### src/hw/rtl/eslc_pkg.sv
// ---------------------------------------------------------------------------
// Expert slot cache package
// Widths, codes and controller/datapath interface types.
// ---------------------------------------------------------------------------
package eslc_pkg;

  localparam int unsigned WAYS_DEFAULT = 8;

  localparam int unsigned ID_W    = 16;
  localparam int unsigned OFF_W   = 40;
  localparam int unsigned EB_W    = 32;
  localparam int unsigned SL_W    = 40;
  localparam int unsigned CFG_W   = 40;
  localparam int unsigned LOC_W   = 35;
  localparam int unsigned ENT_W   = 3;
  localparam int unsigned STAMP_W = 64;

  localparam int unsigned S_DATA_W = 56;
  localparam int unsigned M_DATA_W = 40;

  typedef enum logic [1:0] {
    ST_HIT     = 2'd0,
    ST_LOADED  = 2'd1,
    ST_RANGE   = 2'd2,
    ST_CLEARED = 2'd3
  } status_t;

  localparam logic OP_LOOKUP = 1'b0;
  localparam logic OP_CLEAR  = 1'b1;

  localparam logic REG_BLOCK_BYTES   = 1'b0;
  localparam logic REG_SOURCE_LENGTH = 1'b1;

  typedef struct packed {
    logic load;
    logic eval;
    logic commit;
  } cmd_t;

  typedef struct packed {
    logic out_free;
  } stat_t;

endpackage

### src/hw/rtl/eslc_ctrl.sv
// ---------------------------------------------------------------------------
// Expert slot cache controller
// Sequences each request through lookup and update, gated by the output.
// ---------------------------------------------------------------------------
module eslc_ctrl (
  input  logic          clk,
  input  logic          rst,
  input  logic          in_valid,
  output logic          in_ready,
  input  eslc_pkg::stat_t stat,
  output eslc_pkg::cmd_t  cmd
);

  typedef enum logic [1:0] {
    S_IDLE,
    S_LOOK,
    S_UPD
  } state_t;

  state_t state;
  logic   commit;

  assign commit   = (state == S_UPD) && stat.out_free;
  assign in_ready = (state == S_IDLE) || commit;

  assign cmd.load   = in_valid && in_ready;
  assign cmd.eval   = (state == S_LOOK);
  assign cmd.commit = commit;

  always_ff @(posedge clk) begin
    if (rst) begin
      state <= S_IDLE;
    end else begin
      case (state)
        S_IDLE: begin
          if (in_valid) begin
            state <= S_LOOK;
          end
        end
        S_LOOK: begin
          state <= S_UPD;
        end
        S_UPD: begin
          if (commit) begin
            state <= in_valid ? S_LOOK : S_IDLE;
          end
        end
        default: begin
          state <= S_IDLE;
        end
      endcase
    end
  end

endmodule

### src/hw/rtl/eslc_datapath.sv
// ---------------------------------------------------------------------------
// Expert slot cache datapath
// Tag match, stamp minimum tree, bounds check, entry store and result register.
// ---------------------------------------------------------------------------
module eslc_datapath #(
  parameter int unsigned WAYS = eslc_pkg::WAYS_DEFAULT
) (
  input  logic                          clk,
  input  logic                          rst,
  input  eslc_pkg::cmd_t                cmd,
  output eslc_pkg::stat_t               stat,
  input  logic                          in_op,
  input  logic [eslc_pkg::ID_W-1:0]     in_id,
  input  logic [eslc_pkg::OFF_W-1:0]    in_off,
  input  logic                          cfg_we,
  input  logic                          cfg_index,
  input  logic [eslc_pkg::CFG_W-1:0]    cfg_data,
  output logic                          out_valid,
  input  logic                          out_ready,
  output eslc_pkg::status_t             out_status,
  output logic [eslc_pkg::ENT_W-1:0]    out_entry,
  output logic [eslc_pkg::LOC_W-1:0]    out_loc
);

  localparam int unsigned IW = (WAYS > 1) ? $clog2(WAYS) : 1;
  localparam int unsigned P  = 2 ** IW;
  localparam int unsigned PW = eslc_pkg::EB_W + IW;

  typedef logic [IW-1:0] mod_tab_t [256];

  function automatic mod_tab_t mod_table(input int unsigned scale);
    mod_tab_t t;
    for (int unsigned i = 0; i < 256; i++) begin
      t[i] = IW'((i * scale) % WAYS);
    end
    return t;
  endfunction

  localparam mod_tab_t MOD_LO = mod_table(1);
  localparam mod_tab_t MOD_HI = mod_table(256);

  // configuration
  logic [eslc_pkg::EB_W-1:0] block_bytes;
  logic [eslc_pkg::SL_W-1:0] source_length;

  // cache state
  logic [WAYS-1:0]              entry_valid;
  logic [eslc_pkg::ID_W-1:0]    entry_tag [WAYS];
  logic [eslc_pkg::STAMP_W-1:0] entry_stamp [WAYS];
  logic [eslc_pkg::LOC_W-1:0]   loc_mem [WAYS];
  logic [eslc_pkg::STAMP_W-1:0] use_counter;

  // request registers
  logic                       op_q;
  logic [eslc_pkg::ID_W-1:0]  id_q;
  logic [eslc_pkg::OFF_W-1:0] off_q;
  logic [IW-1:0]              res_q;

  // lookup results
  logic                       hit_q;
  logic [IW-1:0]              hit_idx_q;
  logic [eslc_pkg::LOC_W-1:0] loc_rd_q;
  logic                       range_fail_q;
  logic [IW-1:0]              victim_q;
  logic [eslc_pkg::LOC_W-1:0] prod_q;

  logic [IW:0]                  res_sum;
  logic [IW-1:0]                res_next;
  logic [WAYS-1:0]              match;
  logic                         hit;
  logic [IW-1:0]                hit_idx;
  logic [eslc_pkg::STAMP_W-1:0] node_val [2*P];
  logic [IW-1:0]                node_idx [2*P];
  logic [IW-1:0]                victim;
  logic [eslc_pkg::OFF_W:0]     end_sum;
  logic [PW-1:0]                prod;
  logic [eslc_pkg::STAMP_W-1:0] counter_inc;

  assign stat.out_free = !out_valid || out_ready;

  // id mod WAYS from two byte tables
  always_comb begin
    res_sum = {1'b0, MOD_LO[in_id[7:0]]} + {1'b0, MOD_HI[in_id[15:8]]};
    if (res_sum >= (IW + 1)'(WAYS)) begin
      res_next = IW'(res_sum - (IW + 1)'(WAYS));
    end else begin
      res_next = res_sum[IW-1:0];
    end
  end

  always_comb begin
    hit     = 1'b0;
    hit_idx = '0;
    for (int i = 0; i < WAYS; i++) begin
      match[i] = entry_valid[i] && (entry_tag[i] == id_q);
    end
    for (int i = WAYS - 1; i >= 0; i--) begin
      if (match[i]) begin
        hit     = 1'b1;
        hit_idx = IW'(i);
      end
    end
  end

  // minimum stamp tree, lower index wins ties
  always_comb begin
    for (int n = 0; n < 2 * P; n++) begin
      node_val[n] = '1;
      node_idx[n] = '0;
    end
    for (int n = 0; n < P; n++) begin
      if (n < WAYS) begin
        node_val[P+n] = entry_stamp[n];
      end
      node_idx[P+n] = IW'(n);
    end
    for (int n = P - 1; n >= 1; n--) begin
      if (node_val[2*n+1] < node_val[2*n]) begin
        node_val[n] = node_val[2*n+1];
        node_idx[n] = node_idx[2*n+1];
      end else begin
        node_val[n] = node_val[2*n];
        node_idx[n] = node_idx[2*n];
      end
    end
    victim = (node_val[1] < use_counter) ? node_idx[1] : '0;
  end

  assign end_sum     = {1'b0, off_q} + (eslc_pkg::OFF_W + 1)'(block_bytes);
  assign prod        = PW'(res_q) * PW'(block_bytes);
  assign counter_inc = use_counter + 1'b1;

  always_ff @(posedge clk) begin
    if (rst) begin
      block_bytes   <= eslc_pkg::EB_W'(1);
      source_length <= '0;
    end else if (cfg_we) begin
      case (cfg_index)
        eslc_pkg::REG_BLOCK_BYTES:   block_bytes   <= cfg_data[eslc_pkg::EB_W-1:0];
        eslc_pkg::REG_SOURCE_LENGTH: source_length <= cfg_data[eslc_pkg::SL_W-1:0];
        default: begin
        end
      endcase
    end
  end

  always_ff @(posedge clk) begin
    if (cmd.load) begin
      op_q  <= in_op;
      id_q  <= in_id;
      off_q <= in_off;
      res_q <= res_next;
    end
    if (cmd.eval) begin
      hit_q        <= hit;
      hit_idx_q    <= hit_idx;
      loc_rd_q     <= loc_mem[hit_idx];
      range_fail_q <= end_sum > {1'b0, source_length};
      victim_q     <= victim;
      prod_q       <= prod[eslc_pkg::LOC_W-1:0];
    end
    if (cmd.commit && op_q == eslc_pkg::OP_LOOKUP && !hit_q && !range_fail_q) begin
      entry_tag[victim_q] <= id_q;
      loc_mem[victim_q]   <= prod_q;
    end
  end

  always_ff @(posedge clk) begin
    if (rst) begin
      entry_valid <= '0;
      use_counter <= '0;
      for (int i = 0; i < WAYS; i++) begin
        entry_stamp[i] <= '0;
      end
    end else if (cmd.commit) begin
      if (op_q == eslc_pkg::OP_CLEAR) begin
        entry_valid <= '0;
        use_counter <= '0;
        for (int i = 0; i < WAYS; i++) begin
          entry_stamp[i] <= '0;
        end
      end else if (hit_q) begin
        use_counter            <= counter_inc;
        entry_stamp[hit_idx_q] <= counter_inc;
      end else if (!range_fail_q) begin
        use_counter           <= counter_inc;
        entry_stamp[victim_q] <= counter_inc;
        entry_valid[victim_q] <= 1'b1;
      end
    end
  end

  always_ff @(posedge clk) begin
    if (rst) begin
      out_valid <= 1'b0;
    end else if (cmd.commit) begin
      out_valid <= 1'b1;
    end else if (out_ready) begin
      out_valid <= 1'b0;
    end
  end

  always_ff @(posedge clk) begin
    if (cmd.commit) begin
      if (op_q == eslc_pkg::OP_CLEAR) begin
        out_status <= eslc_pkg::ST_CLEARED;
        out_entry  <= '0;
        out_loc    <= '0;
      end else if (hit_q) begin
        out_status <= eslc_pkg::ST_HIT;
        out_entry  <= eslc_pkg::ENT_W'(hit_idx_q);
        out_loc    <= loc_rd_q;
      end else if (range_fail_q) begin
        out_status <= eslc_pkg::ST_RANGE;
        out_entry  <= '0;
        out_loc    <= '0;
      end else begin
        out_status <= eslc_pkg::ST_LOADED;
        out_entry  <= eslc_pkg::ENT_W'(victim_q);
        out_loc    <= prod_q;
      end
    end
  end

endmodule

### src/hw/rtl/expert_slot_lru_cache_unit.sv
// An accepted request is registered, evaluated in the lookup state and its result
// registered in the update state. Each request passes through the lookup state (tag match and
// stamp minimum tree) and then the entry update state; a new one is accepted as the last commits.
// A waiting result holds the update cycle until the output register drains.
// Reset (rst, synchronous): all entries invalid, stamps and use counter zero,
// block size register = 1, source_length = 0.
// ---------------------------------------------------------------------------
// Expert slot cache top level
// Fully associative expert id cache with timestamp LRU replacement.
// ---------------------------------------------------------------------------
module expert_slot_lru_cache_unit #(
  parameter int unsigned WAYS = eslc_pkg::WAYS_DEFAULT
) (
  input  logic                            clk,
  input  logic                            rst,
  input  logic                            s_tvalid,
  output logic                            s_tready,
  input  logic [eslc_pkg::S_DATA_W-1:0]   s_tdata,   // expert_index[15:0], source_offset[55:16]
  input  logic                            s_tuser,   // operation[0]
  output logic                            m_tvalid,
  input  logic                            m_tready,
  output logic [eslc_pkg::M_DATA_W-1:0]   m_tdata,   // entry_used[2:0], staging_offset[37:3], zero[39:38]
  output logic [1:0]                      m_tuser,   // status[1:0]
  input  logic                            cfg_we,
  input  logic                            cfg_index,
  input  logic [eslc_pkg::CFG_W-1:0]      cfg_data
);

  eslc_pkg::cmd_t    cmd;
  eslc_pkg::stat_t   stat;
  eslc_pkg::status_t out_status;
  logic [eslc_pkg::ENT_W-1:0] out_entry;
  logic [eslc_pkg::LOC_W-1:0] out_loc;

  eslc_ctrl u_ctrl (
    .clk      (clk),
    .rst      (rst),
    .in_valid (s_tvalid),
    .in_ready (s_tready),
    .stat     (stat),
    .cmd      (cmd)
  );

  eslc_datapath #(
    .WAYS (WAYS)
  ) u_datapath (
    .clk        (clk),
    .rst        (rst),
    .cmd        (cmd),
    .stat       (stat),
    .in_op      (s_tuser),
    .in_id      (s_tdata[15:0]),
    .in_off     (s_tdata[55:16]),
    .cfg_we     (cfg_we),
    .cfg_index  (cfg_index),
    .cfg_data   (cfg_data),
    .out_valid  (m_tvalid),
    .out_ready  (m_tready),
    .out_status (out_status),
    .out_entry  (out_entry),
    .out_loc    (out_loc)
  );

  assign m_tdata = {2'b00, out_loc, out_entry};
  assign m_tuser = out_status;

endmodule

### config.mk
export PLATFORM = sky130hd
export DESIGN_NAME = expert_slot_lru_cache_unit
export DESIGN_NICKNAME = d
export VERILOG_FILES = /design/src/hw/rtl/eslc_pkg.sv /design/src/hw/rtl/eslc_ctrl.sv /design/src/hw/rtl/eslc_datapath.sv /design/src/hw/rtl/expert_slot_lru_cache_unit.sv
export SDC_FILE = /design/constraint.sdc
export NUM_CORES = 2
export LEC_CHECK = 0
export ABC_CLOCK_PERIOD_IN_PS = 14700
export BUFFER_PORTS_ARGS = -buffer_cell sky130_fd_sc_hd__buf_4
export CAP_MARGIN = 20
export CORE_MARGIN = 2
export CORE_UTILIZATION = 59
export CTS_CLUSTER_SIZE = 12
export DETAILED_ROUTE_END_ITERATION = 12
export PLACE_DENSITY_LB_ADDON = 0.25
export SYNTH_ARGS = -nofsm -noshare
export SYNTH_HDL_FRONTEND = slang
export SYNTH_SLANG_ARGS = --single-unit
### constraint.sdc
create_clock -name clk -period 14.7 [get_ports clk]
set_clock_uncertainty 0.15 [all_clocks]
set_input_delay 2.94 -clock clk [delete_from_list [all_inputs] [get_ports clk]]
set_output_delay 2.94 -clock clk [all_outputs]
set_load 0.05 [all_outputs]
# ---- After elaboration in Yosys (flattened, before gate mapping)
# Memories as Yosys holds them, arrays and structs flattened. A register that Yosys moved wholly into a read port is not among the register bits.
# Cells that the tools add are included.
dict set report op_classes {
  n_addsub 4
  multipliers 1
  div_mod_pow 0
  n_lt_le_gt_ge 14
  eq_ne 15
  n_shift 0
  n_mux 81
  bitwise 13
  reduce_logical 29
}
# operator count
set op_table {}
lappend op_table {{$mux W64} 20}
lappend op_table {{$lt A64 B64 Y1} 8}
lappend op_table {{$eq A16 B16 Y1} 8}
lappend op_table {{$reduce_or A64 Y1} 2}
lappend op_table {{$mux W35} 2}
lappend op_table {{$add A64 B1 Y64 const B} 1}
lappend op_table {{$mux W3} 18}
lappend op_table {{$add A40 B32 Y41} 1}
lappend op_table {{$gt A41 B40 Y1} 1}
lappend op_table {{$mul A3 B32 Y35} 1}
lappend op_table {{$mux W1} 30}
lappend op_table {{$mux W8} 3}
lappend op_table {{$ge A9 B9 Y1 const B} 2}
lappend op_table {{$not A8 Y9} 2}
lappend op_table {{$logic_and A1 B1 Y1} 14}
lappend op_table {{$mux W2} 6}
lappend op_table {{$or A1 B1 Y1} 8}
lappend op_table {{$or A8 B8 Y8} 1}
lappend op_table {{$reduce_and A2 Y1} 4}
lappend op_table {{$reduce_or A7 Y1} 1}
lappend op_table {{$ne A2 B1 Y1 const B} 3}
lappend op_table {{$pmux W2 S3} 1}
lappend op_table {{$add A3 B3 Y4} 1}
lappend op_table {{$ge A4 B4 Y1 const B} 1}
lappend op_table {{14 further kinds} 18}
dict set report totals {
  reg_bits 290
  latchBits 0
  ram_bits 920
  mem_bits_ro 1536
  inputBits 103
  output_inout_bits 44
  elab_cells 180
  memories 5
}
# name words width rd rd_clocked_by_memory_dff wr line_no
set mem_list {}
lappend mem_list {{(no name shown)} 256 3 1 0 0 eslc_datapath.sv:83} ;# res_sum = {1'b0, MOD_LO[in_id[7:0]]} + {1'b0, MOD_HI[in_id[15:8]]};
lappend mem_list {{(no name shown)} 256 3 1 0 0 eslc_datapath.sv:83}
lappend mem_list {u_datapath.entry_stamp 8 64 8 0 8 eslc_datapath.sv:49} ;# logic [eslc_pkg::STAMP_W-1:0] entry_stamp [WAYS];
lappend mem_list {u_datapath.loc_mem 8 35 1 1 1 eslc_datapath.sv:50} ;# logic [eslc_pkg::LOC_W-1:0] loc_mem [WAYS];
lappend mem_list {u_datapath.entry_tag 8 16 8 0 1 eslc_datapath.sv:48} ;# logic [eslc_pkg::ID_W-1:0] entry_tag [WAYS];

# ---- Logic depth before layout (Yosys ltp)
# An unclocked memory read counts as a cell.
dict set report logic_depth {
  depth_word 11
  mapped_depth 61
  ltp_nobuf 53
}

# ---- Hierarchy
# From an unflattened synthesis, not the netlist that was laid out.
dict set report unflattened {
  cells_unflattened 6590
  hier_area_um2 68760.9
}
# mod instances cells_each area_per_inst_um2 seq_area_each_um2
set modules_own_cells {}
lappend modules_own_cells {eslc_datapath 1 6574 68622.1 35784.3}
lappend modules_own_cells {eslc_ctrl 1 13 120.1 40.0}
lappend modules_own_cells {expert_slot_lru_cache_unit 1 3 18.8 0.0}

# ---- Least setup slack after synthesis
# Ideal clock, no wire load.
dict set report synth_path {
  kind {input-to-reg}
  start {input port m_tready}
  end {memory u_datapath.entry_tag[0][0] in the netlist's numbering, enable pin}
  t_arrival_ns 10.367
  setup_slack_ns 3.597
  stages 4
  path_buffers 0
  path_cell_list {nor2b_1 > nor2_1 > nand2_1 > nor4_1}
}
# item line_no
set synth_lines {}
lappend synth_lines {{start, declared} expert_slot_lru_cache_unit.sv:21} ;# input logic m_tready,
lappend synth_lines {{end, declared} eslc_datapath.sv:48}

==> metrics.csv <==
stage,metric,value,unit
status,status,"finished, final reports clean",
floorplanning,dieArea,0.119,mm2
critical_path,cp.arrival,14.26,ns
critical_path,worstSetupStartpoint,u_datapath.entry_stamp[1][15],
synth,synthCells,6371,
critical_path,cp_max_fo,65,
timing,timing.final.hold_violations,0,
global_route,grt_pass1_wl,273000,um
synth,synth_enable_flop_cells,1095,
layout,mostFrequentLayoutCells,"edfxtp_1 (1095), nor2_1 (852), nand2_1 (616)",
placed_design,hpwl,123000,um
synth,ys_seq_area_share,52.4,%
layout,fillerInstances,8745,
cts,clk_pin_slew,0.06,ns
min_path,hold_path_depth,2,
run,max_cap_violations,0,
layout,layout_commonest_cell,edfxtp_1,
layout,final_layout_size_suffix_gt1_share,8.50,%
power_and_ir_drop,power,9280,uW
timing,finalSetupViolations,0,
cts,cts_tree,done,
critical_path,worstSetupEndpointType,flop,
layout,area_growth_syn_to_layout,10.7,%
critical_path,rrSetupSlack,0.91,ns
placed_design,preCtsSetupSlack,1.33,ns
critical_path,rr_worst_depth,42,
timing,finalCritPeriodShare,93.8,%
floorplanning,num_rows,124,
power_and_ir_drop,power_switching,2680,uW
power_and_ir_drop,p_leak,0.0287,uW
timing,final_max_slew_viol_count,0,
global_route,grt_pass1_vias,47361,
synth,async_flop_share,0,%
critical_path,max_stage_delay,1.05,ns
synth,synth.distinct_cells,86,
power_and_ir_drop,clock_power_share,35.9,%
critical_path,reg2reg_from,u_datapath.entry_stamp[1][15],
timing,rsz0062_at_grt,no,
power_and_ir_drop,p_int,6600,uW
route,vias_per_cell,6.04,
cts,clk-insertion-delay-late,0.77,ns
power_and_ir_drop,power_density,123,mW/mm2
min_path,hold_class,reg -> reg,
timing,max_freq,72.5,MHz
floorplanning,core-area,0.115,mm2
timing,whs,0.305,ns
route,drc,0,
cts,clock_sinks,1242,
synth,synth_flop_cell,edfxtp_1,
route,wl_per_cell,22.2,um
synth,synth_area_per_cell,10.7,um2
global_route,track_usage,30.0,%
floorplanning,die_y,344,um
route,totalWireLength,180000,um
critical_path,worst_ep_required_time,15.17,ns
placed_design,port_buffers,144,
global_route,globalRouteOverflowTotal,0,
power_and_ir_drop,power_frac_comb,20.6,%
timing,period_needed,13.79,ns
global_route,antenna_found_initial,4,
min_path,hp-start,u_datapath.source_length[15],
layout,fin_util,66.0,%
floorplanning,die_x,344,um
cts,cts.path.max_buffers,3,
cts,cts_buffers,137,
cts,ctsResizeCount,0,
route,drtIter0Drc,4579,
timing,slew_headroom,17.1,%
synth,yosysWarningCount,0,
timing,tightest_slew,1.23,ns
route,dr.pass1.iters,6,
floorplanning,pin_count,147,
power_and_ir_drop,swShare,28.9,%
critical_path,crit_type,reg -> reg,
power_and_ir_drop,p_seq_share,43.4,%
critical_path,reg2reg_to,u_datapath.victim_q[2],
synth,synth_seq_cells,1242,
timing,finalSetupTns,0,ns
cts,post_cts_buffers,0,
cts,hold_buffers,0,
cts,cts-htree-levels,4,
critical_path,worstSetupStartpointType,flop,
placed_design,place.gp.congestion,0.971,
global_route,grt_max_degree,133,
min_path,hold_end,u_datapath.source_length[15],
synth,synthesis.area,0.0684,mm2
power_and_ir_drop,ir_drop,0.145,mV
cts,root_buffer,clkbuf_16,
critical_path,crit_slowest_cell,o311ai_0,
route,ant_nets,0,
route,vias,48928,
floorplanning,initial_utilization,59.6,%
timing,fin_ws,0.910,ns
layout,nNetsFinal,7235,
[metal layers]
| metal | routed length, um | GRT usage [%] | vias to the layer above |
|---|---|---|---|
| met4 | 5690 | 10.2 | 0 |
| met3 | 14700 | 4.84 | 340 |
| met5 | 0 | 0 | - |
| met2 | 83400 | 48.7 | 1839 |
| li1 | - | - | 22875 |
| met1 | 75800 | 41.1 | 23874 |
[layout make-up]
class,count,area (um2),area share [%]
multi-input cells,4369,29900,39.5
clock inverters,57,649,0.858
repair buffers,237,1840,2.43
diodes,5,12.5,0.0165
well taps,1512,1890,2.50
clock buffers,177,3670,4.85
inverters,503,1890,2.49
flip-flops and latches,1242,35800,47.3
[worst max-delay path by stage]
stage,cells past startpoint,endpoint
after floorplan,4,u_datapath.entry_tag[0][0]
final,42,u_datapath.victim_q[2]
after CTS,45,u_datapath.victim_q[2]
after detailed placement,45,u_datapath.victim_q[2]
after global routing,46,u_datapath.victim_q[0]
after global placement,47,u_datapath.victim_q[1]
[cell usage after synthesis, types with 5 or more instances]
master	n	area share [%]
edfxtp_1	1095	48
nor2_1	859	4.7
nand2_1	629	3.5
ha_1	610	11
inv_1	503	2.8
a21oi_1	479	3.5
mux2i_1	343	5.0
o21ai_0	264	1.9
clkbuf_1	190	1.0
xnor2_1	168	2.2
dfxtp_1	147	4.3
nand4_1	125	1.1
a21o_1	98	1.1
xor2_1	82	1.1
nand3_1	73	0.53
mux2_2	65	1.1
nor3_1	64	0.47
nor2b_1	50	0.46
nand2b_1	42	0.38
buf_1	40	0.22
nor4_1	39	0.36
a22o_1	38	0.49
fa_1	32	0.94
and3_1	28	0.26
a211oi_1	27	0.30
and2_1	27	0.25
o21a_1	26	0.29
buf_2	24	0.18
a31oi_1	17	0.16
o211ai_1	17	0.19
o21bai_1	13	0.14
and4_1	12	0.15
or2_2	12	0.11
a221oi_1	10	0.13
or3_1	9	0.082
or4_1	9	0.099
o2111ai_1	8	0.10
a21boi_0	7	0.077
a2111oi_0	6	0.077
a211o_1	5	0.064
o41ai_1	5	0.064
[stage by stage]
stage / cells / area (um2)
global route: 8099 / 75700
finish: 8102 / 75700
floorplan: 6372 / 68400
detailed placement: 7853 / 71300
global placement: 7850 / 71300
CTS: 8087 / 75600
[state kept, by name (all words and copies together) (netlist names), 16 cells and up]
register                  flops
u_datapath.entry_tag        128
u_datapath.loc_mem          280
u_datapath.use_counter       64
u_datapath.block_bytes       32
u_datapath.prod_q            35
u_datapath.source_length     40
u_datapath.id_q              16
u_datapath.off_q             40
u_datapath.loc_rd_q          35
u_datapath.entry_stamp      512
u_datapath.out_loc           35
[cells by family after synthesis]
logic type	after synthesis	share of synthesized area, %
mux	408	6.09
xor+xnor	251	3.23
other cells	1	0.00549
compound gates	1069	9.23
simple gates	1997	12.7
flops	1242	52.4
buf+inv	761	4.25
fa+ha+maj	642	12.1
[critical path, delay by kind of cell (launching register included)]
kind | cells | cell delay (ns)
compound gates | 23 | 7.31
simple gates | 12 | 3.07
fa+ha+maj | 4 | 1.18
buf+inv | 2 | 1.03
flops | 1 | 0.40
mux | 1 | 0.38
[power groups by stage]
stage                     Combinational [uW]  Sequential (uW)  Clock, uW
after floorplan                         1330             4070          0
after global placement                  1830             4100          0
after detailed placement                1870             4100          0
after CTS                               1890             4030       3370
after global routing                    2150             4040       3500
final                                   1920             4030       3340
No activity file was read; power rests on OpenSTA's default activity.
